$ cat src/hw/rtl/motion_command_queue_sequencer_assert.svh
// ----------------------------------------------------------------------------
// Assertion macros for the motion command queue sequencer
// Checks are clocked on clk and are off while arst_n is low.
// ----------------------------------------------------------------------------
`ifndef MOTION_COMMAND_QUEUE_SEQUENCER_ASSERT_SVH
`define MOTION_COMMAND_QUEUE_SEQUENCER_ASSERT_SVH

// The consequent holds in the same cycle as the antecedent.
`define MCQS_ASSERT_SAME(lbl, ante, cons, msg) \
	lbl: assert property (@(posedge clk) disable iff (!arst_n) (ante) |-> (cons)) \
		else $error(msg);

// The consequent holds in the cycle after the antecedent.
`define MCQS_ASSERT_NEXT(lbl, ante, cons, msg) \
	lbl: assert property (@(posedge clk) disable iff (!arst_n) (ante) |=> (cons)) \
		else $error(msg);

`endif

$ cat src/hw/rtl/mcqs_pkg.sv
// ----------------------------------------------------------------------------
// mcqs_pkg
// Shared constants, types and helpers of the motion command queue sequencer.
// ----------------------------------------------------------------------------
package mcqs_pkg;

	localparam int QUEUE_DEPTH = 16;
	localparam int IDX_W       = $clog2(QUEUE_DEPTH);
	localparam int TYPE_W      = 4;
	localparam int TARGET_W    = 16;
	localparam int TIMER_W     = 16;
	localparam int COUNT_W     = 4;
	localparam int ENTRY_W     = TYPE_W + 2 * TARGET_W;
	localparam int CNT_WIDE_W  = (IDX_W > COUNT_W) ? IDX_W : COUNT_W;

	typedef enum logic [1:0] {
		CMD_TICK  = 2'd0,
		CMD_ADD   = 2'd1,
		CMD_RESET = 2'd2
	} cmd_t;

	localparam logic [TYPE_W-1:0] TYPE_IDLE  = 4'd0;
	localparam logic [TYPE_W-1:0] TYPE_SPEED = 4'd1;
	localparam logic [TYPE_W-1:0] TYPE_WAIT  = 4'd2;

	typedef enum logic {
		ST_IDLE,
		ST_EXEC
	} state_t;

	typedef logic [IDX_W-1:0] idx_t;

	typedef struct packed {
		logic [TYPE_W-1:0]          kind;
		logic signed [TARGET_W-1:0] left;
		logic signed [TARGET_W-1:0] right;
	} entry_t;

	function automatic idx_t next_idx(input idx_t i);
		return (i == IDX_W'(QUEUE_DEPTH - 1)) ? '0 : idx_t'(i + 1'b1);
	endfunction

endpackage

$ cat src/hw/rtl/motion_command_queue_sequencer.sv
// ----------------------------------------------------------------------------
// motion_command_queue_sequencer
// Ring buffer of motion entries drained one entry per idle tick, with a dwell
// timer for wait entries and a speed request for set-speed entries.
// ----------------------------------------------------------------------------
// A request is taken when start is high and busy is low. The head entry is
// read from the entry RAM in that cycle; in the next cycle the read data is
// back, the queue state is updated and the result registers load; done is
// high in the following cycle for exactly one cycle and the receiver cannot
// stall it. Each request gives exactly one result. A new request can be taken
// in the cycle done is high, but not while busy is high and the block is still
// executing the last request. queue_running and queue_count show the state
// after the request while done is high.
module motion_command_queue_sequencer
	import mcqs_pkg::*;
(
	input  logic                       clk,
	input  logic                       arst_n,
	input  logic                       start,
	output logic                       busy,
	input  logic [1:0]                 command,
	input  logic [15:0]                elapsed_ms,
	input  logic                       mover_busy,
	input  logic [3:0]                 motion_type,
	input  logic signed [15:0]         left_target,
	input  logic signed [15:0]         right_target,
	output logic                       done,
	output logic                       issue_valid,
	output logic [3:0]                 issue_type,
	output logic signed [15:0]         issue_left,
	output logic signed [15:0]         issue_right,
	output logic                       speed_valid,
	output logic                       high_speed,
	output logic                       queue_running,
	output logic [3:0]                 queue_count,
	output logic                       add_dropped
);

	state_t state_q, state_d;
	logic   accept;
	logic   exec;

	// captured request
	logic [1:0]          cmd_q;
	logic [TIMER_W-1:0]  elapsed_q;
	logic                mover_busy_q;
	entry_t              new_entry_q;

	// queue state
	idx_t               head_q, head_d;
	idx_t               tail_q, tail_d;
	logic [TIMER_W-1:0] timer_q, timer_d;
	logic               running_q, running_d;

	// result registers
	logic                       done_q;
	logic                       issue_valid_q, issue_valid_d;
	logic [TYPE_W-1:0]          issue_type_q, issue_type_d;
	logic signed [TARGET_W-1:0] issue_left_q, issue_left_d;
	logic signed [TARGET_W-1:0] issue_right_q, issue_right_d;
	logic                       speed_valid_q, speed_valid_d;
	logic                       high_speed_q, high_speed_d;
	logic                       dropped_q, dropped_d;

	// entry RAM
	logic                 wr_en;
	logic [ENTRY_W-1:0]   rd_data;
	entry_t               head_entry;

	logic [TIMER_W-1:0] timer_dec;
	logic               queue_empty;
	logic               queue_full;
	idx_t               tail_next;
	logic [IDX_W:0]     cnt_full;
	logic [CNT_WIDE_W-1:0] cnt_wide;

	mcqs_ram #(
		.DEPTH (QUEUE_DEPTH),
		.DATA_W(ENTRY_W)
	) u_entry_ram (
		.clk    (clk),
		.wr_en  (wr_en),
		.wr_addr(tail_q),
		.wr_data(new_entry_q),
		.rd_en  (accept),
		.rd_addr(head_q),
		.rd_data(rd_data)
	);

	assign head_entry = entry_t'(rd_data);

	// next state
	always_comb begin
		state_d = state_q;
		unique case (state_q)
			ST_IDLE: begin
				if (start) begin
					state_d = ST_EXEC;
				end
			end
			ST_EXEC: state_d = ST_IDLE;
			default: state_d = ST_IDLE;
		endcase
	end

	// state outputs
	always_comb begin
		busy = 1'b0;
		exec = 1'b0;
		unique case (state_q)
			ST_IDLE: busy = 1'b0;
			ST_EXEC: begin
				busy = 1'b1;
				exec = 1'b1;
			end
			default: busy = 1'b1;
		endcase
	end

	assign accept = start && !busy;

	assign timer_dec   = (timer_q > elapsed_q) ? TIMER_W'(timer_q - elapsed_q) : '0;
	assign queue_empty = (head_q == tail_q);
	assign tail_next   = next_idx(tail_q);
	assign queue_full  = (tail_next == head_q);

	// read-modify-write of the queue state
	always_comb begin
		head_d        = head_q;
		tail_d        = tail_q;
		timer_d       = timer_q;
		running_d     = running_q;
		wr_en         = 1'b0;
		issue_valid_d = 1'b0;
		issue_type_d  = TYPE_IDLE;
		issue_left_d  = '0;
		issue_right_d = '0;
		speed_valid_d = 1'b0;
		high_speed_d  = 1'b0;
		dropped_d     = 1'b0;
		if (exec) begin
			unique case (cmd_q)
				CMD_TICK: begin
					timer_d = timer_dec;
					if (timer_dec == '0 && !mover_busy_q) begin
						if (!queue_empty) begin
							case (head_entry.kind)
								TYPE_SPEED: begin
									speed_valid_d = 1'b1;
									high_speed_d  = (head_entry.left != '0);
								end
								// negative wait loads zero
								TYPE_WAIT: timer_d = head_entry.left[TARGET_W-1] ?
									'0 : TIMER_W'(head_entry.left);
								default: begin
									running_d     = 1'b1;
									issue_valid_d = 1'b1;
									issue_type_d  = head_entry.kind;
									issue_left_d  = head_entry.left;
									issue_right_d = head_entry.right;
								end
							endcase
							head_d = next_idx(head_q);
						end else begin
							running_d = 1'b0;
						end
					end
				end
				CMD_ADD: begin
					if (queue_full) begin
						dropped_d = 1'b1;
					end else begin
						wr_en  = 1'b1;
						tail_d = tail_next;
					end
				end
				CMD_RESET: begin
					head_d        = tail_q;
					issue_valid_d = 1'b1;
				end
				default: ;
			endcase
		end
	end

	always_ff @(posedge clk or negedge arst_n) begin
		if (!arst_n) begin
			state_q   <= ST_IDLE;
			head_q    <= '0;
			tail_q    <= '0;
			timer_q   <= '0;
			running_q <= 1'b0;
			done_q    <= 1'b0;
		end else begin
			state_q   <= state_d;
			head_q    <= head_d;
			tail_q    <= tail_d;
			timer_q   <= timer_d;
			running_q <= running_d;
			done_q    <= exec;
		end
	end

	always_ff @(posedge clk) begin
		if (accept) begin
			cmd_q        <= command;
			elapsed_q    <= elapsed_ms;
			mover_busy_q <= mover_busy;
			new_entry_q  <= '{kind: motion_type, left: left_target, right: right_target};
		end
		if (exec) begin
			issue_valid_q <= issue_valid_d;
			issue_type_q  <= issue_type_d;
			issue_left_q  <= issue_left_d;
			issue_right_q <= issue_right_d;
			speed_valid_q <= speed_valid_d;
			high_speed_q  <= high_speed_d;
			dropped_q     <= dropped_d;
		end
	end

	// waiting entries, wrapped around the ring
	assign cnt_full = (tail_q >= head_q) ?
		(IDX_W+1)'({1'b0, tail_q} - {1'b0, head_q}) :
		(IDX_W+1)'({1'b0, tail_q} + (IDX_W+1)'(QUEUE_DEPTH) - {1'b0, head_q});
	assign cnt_wide = CNT_WIDE_W'(cnt_full[IDX_W-1:0]);

	assign done          = done_q;
	assign issue_valid   = issue_valid_q;
	assign issue_type    = issue_type_q;
	assign issue_left    = issue_left_q;
	assign issue_right   = issue_right_q;
	assign speed_valid   = speed_valid_q;
	assign high_speed    = high_speed_q;
	assign queue_running = running_q;
	assign queue_count   = cnt_wide[COUNT_W-1:0];
	assign add_dropped   = dropped_q;

`include "motion_command_queue_sequencer_assert.svh"

	`MCQS_ASSERT_NEXT(a_accept_goes_busy, accept, busy && exec, "accepted request did not start")
	`MCQS_ASSERT_NEXT(a_done_after_exec, exec, done && !busy, "result strobe did not follow execution")
	`MCQS_ASSERT_SAME(a_one_kind_of_result, done, !(issue_valid && speed_valid), "move and speed request in one result")
	`MCQS_ASSERT_SAME(a_drop_only_when_full, done && add_dropped, cnt_full == (IDX_W+1)'(QUEUE_DEPTH - 1), "add refused with room left")
	`MCQS_ASSERT_SAME(a_indices_in_range, 1'b1, (IDX_W+1)'(head_q) < (IDX_W+1)'(QUEUE_DEPTH) && (IDX_W+1)'(tail_q) < (IDX_W+1)'(QUEUE_DEPTH), "queue index beyond depth")

endmodule

$ cat src/hw/rtl/mcqs_ram.sv
// ----------------------------------------------------------------------------
// mcqs_ram
// Single-port-write, single-port-read RAM with a registered read.
// ----------------------------------------------------------------------------
module mcqs_ram #(
	parameter int DEPTH = 16,
	parameter int DATA_W = 36,
	localparam int ADDR_W = $clog2(DEPTH)
) (
	input  logic              clk,
	input  logic              wr_en,
	input  logic [ADDR_W-1:0] wr_addr,
	input  logic [DATA_W-1:0] wr_data,
	input  logic              rd_en,
	input  logic [ADDR_W-1:0] rd_addr,
	output logic [DATA_W-1:0] rd_data
);

	logic [DATA_W-1:0] mem [DEPTH];
	logic [DATA_W-1:0] rd_data_q;

	always_ff @(posedge clk) begin
		if (wr_en) begin
			mem[wr_addr] <= wr_data;
		end
	end

	always_ff @(posedge clk) begin
		if (rd_en) begin
			rd_data_q <= mem[rd_addr];
		end
	end

	assign rd_data = rd_data_q;

endmodule

$ cat config.mk
export PLATFORM = sky130hd
export DESIGN_NAME = motion_command_queue_sequencer
export DESIGN_NICKNAME = d
export VERILOG_FILES = /design/src/hw/rtl/mcqs_pkg.sv /design/src/hw/rtl/motion_command_queue_sequencer.sv /design/src/hw/rtl/mcqs_ram.sv
export VERILOG_INCLUDE_DIRS = /design/src /design/src/hw/rtl
export SDC_FILE = /design/constraint.sdc
export NUM_CORES = 1
export LEC_CHECK = 0
export BUFFER_PORTS_ARGS = -buffer_cell sky130_fd_sc_hd__buf_2
export CAP_MARGIN = 0
export CORE_UTILIZATION = 50
export CTS_CLUSTER_DIAMETER = 80
export DETAILED_ROUTE_END_ITERATION = 6
export MAX_ROUTING_LAYER = met4
export PLACE_DENSITY = 0.67
export SETUP_SLACK_MARGIN = 0.1
export SYNTH_ARGS = -nofsm -noshare
export SYNTH_HDL_FRONTEND = slang
export SYNTH_SLANG_ARGS = --single-unit
$ cat constraint.sdc
create_clock -name clk -period 18.5 [get_ports clk]
set_clock_uncertainty 0.2 [all_clocks]
set_input_delay 0 -clock clk [delete_from_list [all_inputs] [get_ports clk]]
set_output_delay 0 -clock clk [all_outputs]
set_load 0.02 [all_outputs]
**Word level (Yosys, flattened, before mapping)**

Memories as Yosys holds them, arrays and structs flattened. A register that Yosys moved wholly into a read port is not among the register bits.
Cells that the tools add are included.

- Memory bits (read-only): 0
- Memories kept: 1
- Word-level logic and storage cells: 88
- Output and inout bits: 47
- Bits of input ports: 58
- Bits in writable memories: 576
- Register bits after elaboration: 122
- Bits in latches: 0

- Multiplexer cells: 28
- Shift operators: 0
- Div/mod/pow operators: 0
- Equal/unequal tests: 11
- Multiply operators: 0
- Reductions and logical operators: 16
- Bitwise operators: 5
- $lt $le $gt $ge: 2
- Add/subtract/negate cells: 6

Memory list:

| name | depth | bits a word | read ports | clocked after Yosys merged registers in | write ports | line | source |
|---|---|---|---|---|---|---|---|
| u_entry_ram.mem | 16 | 36 | 1 | 1 | 1 | mcqs_ram.sv:19 | `logic [DATA_W-1:0] mem [DEPTH];` |

Operators by type and width:

| operator | count |
|---|---|
| two-way mux 16 bit | 4 |
| two-way mux 4 bit | 5 |
| > comparator 16 bit | 1 |
| logical NOT 16 bit | 1 |
| nonzero test 16 bit | 1 |
| subtractor 16 bit | 1 |
| two-way mux 15 bit | 1 |
| two-way mux 1 bit | 14 |
| adder 4 x 1 -> 4 bit, second input constant | 3 |
| equality test 4 bit | 2 |
| equality test 4 bit, second input constant | 2 |
| one-hot mux 4 bit (2 select lines) | 1 |
| AND reduction 4 bit | 2 |
| subtractor 4 bit | 2 |
| one-hot mux 1 bit (2 select lines) | 3 |
| inverter 1 bit | 5 |
| OR reduction 5 bit | 1 |
| equality test 4 x 1 -> 1 bit, second input constant | 1 |
| equality test 4 x 2 -> 1 bit, second input constant | 1 |
| greater-or-equal comparator 4 bit | 1 |
| inequality test 2 bit, second input constant | 2 |
| OR reduction 4 bit | 1 |
| AND reduction 3 bit | 1 |
| OR reduction 3 bit | 1 |
| other kinds (9) | 11 |

**Depth between registers and ports, before layout**

- Depth after elaboration: 8
- Mapped depth: 14

**Cells and area by module**

Synthesis repeated with hierarchy kept, for this count alone.

- Cell total of the unflattened synthesis: 1,377
- Area total of the unflattened synthesis: 28,394.7 sq um

Modules (own cells, without submodules):

| module | area an instance (sq um) | cells an instance | instances | sequential area each (sq um) |
|---|---|---|---|---|
| mcqs_ram | 22,679.3 | 938 | 1 | 18,377.6 |
| motion_command_queue_sequencer | 5,715.5 | 439 | 1 | 3,528.4 |

**Least setup slack after synthesis**

OpenSTA, ideal clock, no wires.

- Path type: flip-flop to flip-flop
- Start point: reg state_q
- End point: reg cmd_q[0] (enable)
- Period minus slack after synthesis: 5,953 ps
- Cell stages (with the launch flop): 2
- Required time: 17,750 ps
- Arrival: 5,203 ps
- Setup slack: 12,547 ps
- Cell sequence: dfrtp_1 > nor2b_1

- Word-level cells in the longest chain between the ends: 4

RTL lines:

| what | line | source |
|---|---|---|
| start: declaration | motion_command_queue_sequencer.sv:39 | `state_t state_q, state_d;` |
| start signal: assignment | motion_command_queue_sequencer.sv:195 | `state_q <= state_d;` |
| inverter 1 bit | - |  |
| one-hot mux 1 bit (2 select lines) (*) | motion_command_queue_sequencer.sv:110 | `unique case (state_q)` |
| logical NOT 1 bit (*) | motion_command_queue_sequencer.sv:120 | `assign accept = start && !busy;` |
| logical AND 1 bit (*) | motion_command_queue_sequencer.sv:120 |  |
| net accept | motion_command_queue_sequencer.sv:40 | `logic accept;` |
| end signal: assignment | motion_command_queue_sequencer.sv:206 | `cmd_q <= command;` |
| end: declaration | motion_command_queue_sequencer.sv:44 | `logic [1:0] cmd_q;` |

The timed path passes the listed nets; every way through them passes the cells marked *.
A chain may end at the register's enable or synchronous reset.

**Worst setup path after layout**

- Start point: reg timer_q[0]
- End point: reg timer_q[5]

- Word-level cells in the longest chain between the ends: 5
- Elaborated cells on any way between the ends: 8
- Classes of those cells: add/sub (1); order compare (1); mux (4); reduce/logical (2)

RTL lines:

| what | line | source |
|---|---|---|
| start: declaration | motion_command_queue_sequencer.sv:52 | `logic [TIMER_W-1:0] timer_q, timer_d;` |
| start signal: assignment | motion_command_queue_sequencer.sv:198 | `timer_q <= timer_d;` |
| subtractor 16 bit or > comparator 16 bit (tied branches) | motion_command_queue_sequencer.sv:122 | `assign timer_dec = (timer_q > elapsed_q) ? TIMER_W'(timer_q - elapsed_q) : '0;` |
| two-way mux 16 bit (*) | motion_command_queue_sequencer.sv:122 |  |
| logical NOT 16 bit or two-way mux 16 bit (tied branches) | motion_command_queue_sequencer.sv:145, motion_command_queue_sequencer.sv:147 |  |
| logical AND 1 bit or two-way mux 16 bit (tied branches) | motion_command_queue_sequencer.sv:145, motion_command_queue_sequencer.sv:146 |  |
| two-way mux 16 bit (*) | motion_command_queue_sequencer.sv:145 | `if (timer_dec == '0 && !mover_busy_q) begin` |

Mark *: on every way between the ends. The rest lies on a longest branch, timed or not.

==> summary.md <==
| Metric | Value |
|---|---|
| Layout area overhead | `17.5%` |
| CP Launch Type | `flop` |
| Final GP Congestion | `0.872` |
| Leading cell types in the layout, fill and taps excluded | `707 x edfxtp_1, 180 x mux4_2, 113 x dlygate4sd3_1, 104 x buf_2, 76 x clkbuf_16` |
| # DRC | `0` |
| Worst Path Arrival | `4.75 ns` |
| Setup_tns | `0 ns` |
| Die area | `58,100 µm²` |
| Postcts setup bufs | `0` |
| Routed WL | `62,200 µm` |
| Rows | `87` |
| Final min period | `4.43 ns` |
| Post-Syn Instances | `1,308` |
| Critical Path RT | `18.82 ns` |
| Drt wl/cell | `26.2 µm` |
| Pwr/cell area | `130 nW/µm²` |
| Met2 WL | `31,400 µm` |
| CP max stage cell | `nor4b_4` |
| Number of synthesized flops with an enable pin | `707` |
| CP Capture Type | `flop` |
| HP Class | `primary input to async pin` |
| Final Cycle Share | `0.239` |
| Clock tree sinks | `734` |
| Port Buffers | `104` |
| Avg Cell Area, Syn | `21.8 µm²` |
| Clock latency on the worst-skew pair | `0.63 ns` |
| Launching point of the worst reg2reg path | `timer_q[0]` |
| Met1 WL | `25,800 µm` |
| Peak VDD IR | `0.000101 V` |
| Slowest cell delay on critical path | `0.79 ns` |
| Final HPWL DP | `30,400 µm` |
| Post-DR vias/cell | `5.87` |
| Final Hold Fails | `0` |
| Unrepaired setup endpoints after global routing | `false` |
| Final Max Slew Viols | `0` |
| Commonest non-fill, non-tap cell in the layout | `edfxtp_1` |
| Most Frequent Cell on Critical Path | `or4b_1` |
| TritonCTS clock tree | `built` |
| Syn Nets | `1,392` |
| Largest net degree at the start of global routing | `112` |
| Share of layout cells above drive strength 1 | `0.275` |
| Clk Tree Root Cell | `clkbuf_16` |
| Mapped Area | `28,600 µm²` |
| DR WL met3 | `3770 µm` |
| First-pass GRT wire length | `91,900 µm` |
| Crit path kind | `flop to flop` |
| FMAX | `0.226 GHz` |
| Gr usage total | `0.228` |
| Total power | `0.00436 W` |
| CTS clk-pin slew, worst paths | `0.06 ns` |
| Sequential Area | `21,900 µm²` |
| Run status | `completed` |
| Vias | `13,900` |
| Crit path cell chain | `inv_1 -> ha_1 -> fa_1 -> nand2b_1 -> a211oi_2 -> o21ba_2 -> or4b_1 -> o311ai_1 -> or4b_1 -> o32ai_4 -> nor4b_4 -> a221o_1` |
| Fin util | `0.595` |
| Post-synth cell types | `63` |
| DRT iter0 DRCs | `1,455` |
| Placed Area | `30,000 µm²` |
| H-Tree Depth | `3` |
| Min Hold Slack | `0.221 ns` |
| Starting Density | `0.506` |
| Syn. warnings | `0` |
| Slew at the pin closest to its max-slew limit | `1.06 ns` |
| Core area | `56,400 µm²` |
| Async set-reset flop share out of synthesis | `0.0368` |
| Leak | `11.4 nW` |
| TritonRoute pass-1 iters | `5` |
| Antenna cells | `0` |
| Initial antenna violation count | `1` |
| Vias in the first global route | `14,500` |
| Die H | `241 µm` |
| Ports | `105` |
| Post-route cell area | `33,600 µm²` |
| Total grt overflow | `0` |
| Cts bufs inserted | `74` |
| Routed Antenna Nets | `0` |
| Deepest clock path buffer count | `3` |
| Number of fill cells | `4,108` |
| Seq cells post-synth | `734` |
| Sequential element share of the synthesized area | `0.767` |
| Fin nets | `1,644` |
| Top_reg_cell synth | `edfxtp_1` |
| Crit path from | `timer_q[0]` |
| Top sig layer | `met4` |
| Max Cap Viol | `0` |
| Relative slew slack | `0.290` |
| Die Wd | `241 µm` |
| Setup-failing EPs final | `0` |
| Footprint of the multi-input gates | `6320 µm²` |
| Critical-path maximum fanout | `15` |
==> cell families after synthesis <==
| family | share of synthesized area |
|---|---|
| flip-flops | 0.767 |
| multiplexers | 0.144 |
| AND/OR/NAND/NOR | 0.0350 |
| buffers and inverters | 0.0131 |
| AO/OA/AOI/OAI | 0.0234 |
| adder cells (fa/ha/maj) | 0.0119 |
| XOR/XNOR | 0.00552 |
==> worst paths after layout <==
check | endpoint | slack, ns | cells after the start
max in group asynchronous | timer_q[4] | 17.67 | 4
worst max register to register | timer_q[5] | 14.07 | 12
min in group clk | timer_q[15] | 0.31 | 2
worst max-delay path | timer_q[5] | 14.07 | 12
worst min-delay path | tail_q[0] | 0.22 | 4
worst min register to register | timer_q[15] | 0.31 | 2
==> worst max-delay path: cells and delay by family, from the launching register on <==
family / cells / cell delay [ns]
buffers and inverters: 1 / 0.06
AOI/OAI and AO/OA: 5 / 1.30
DFF: 1 / 0.35
adders and majority gates: 2 / 0.64
and+or+nand+nor: 4 / 1.80
==> cell usage after synthesis (all sizes together) (2+ instances only) <==
library cell | count | area [µm²]
and3 | 41 | 257
or4b | 2 | 20.0
mux2i | 2 | 20.0
buf | 19 | 95.1
a221o | 15 | 150
nand4b | 4 | 35.0
nand3 | 10 | 50.1
xnor2 | 11 | 96.3
nand2b | 5 | 31.3
mux4 | 180 | 4050
nor2 | 16 | 60.1
o21ai | 13 | 65.1
nor2b | 2 | 12.5
or3 | 4 | 30.0
nor3 | 10 | 50.1
ha | 24 | 300
mux2 | 3 | 33.8
xor2 | 7 | 61.3
nor4 | 6 | 52.6
a211oi | 3 | 32.5
nand2 | 23 | 88.8
dfrtp | 27 | 676
edfxtp | 707 | 21200
a211o | 2 | 17.5
fa | 2 | 40.0
and4 | 4 | 35.0
and2 | 27 | 171
nand4 | 5 | 31.3
a21oi | 17 | 88.8
o2111ai | 3 | 26.3
a31oi | 7 | 43.8
clkbuf | 42 | 158
nor3b | 5 | 37.5
a21o | 9 | 67.6
inv | 32 | 120
==> through the flow <==
step,instances,worst slack [ns]
floorplan,1308,12.55
global placement,2126,14.26
detailed placement,2126,14.21
CTS,2374,14.11
global route,2374,13.86
finish,2374,14.07
==> power by group <==
group	switching, W	internal, W	total, W
combinational	0.000406	0.000462	0.000867
sequential	0.0000910	0.00192	0.00201
clock	0.000621	0.000866	0.00149
==> per-layer routing <==
layer	GRT usage	up-vias
li1	-	6000
met1	0.304	7351
met2	0.372	495
met3	0.0332	90
met4	0.0614	0
met5	-	-
==> area by class of cell <==
class / count / area share
sequential: 734 / 0.653
multi-input combinational: 481 / 0.188
clock buffer: 95 / 0.0594
timing repair buffer: 237 / 0.0544
tap: 756 / 0.0282
clock inverter: 39 / 0.0130
inverter: 32 / 0.00358
==> flip-flops by register name, summed over array words and instances, names as in the netlist, 2 cells and up <==
signal / count
tail_q: 4
u_entry_ram.rd_data: 36
issue_right: 16
new_entry_q: 36
timer_q: 16
cmd_q: 2
head_q: 4
issue_type: 4
issue_left: 16
elapsed_q: 16
u_entry_ram.mem: 576
==> timing repair <==
action	4_1_cts	5_1_grt
hold buffers	114	0
setup endpoints to repair	0	0
resized for setup	0	0
endpoints found under the hold margin	119	0
Power figures use the tool's default switching activity.
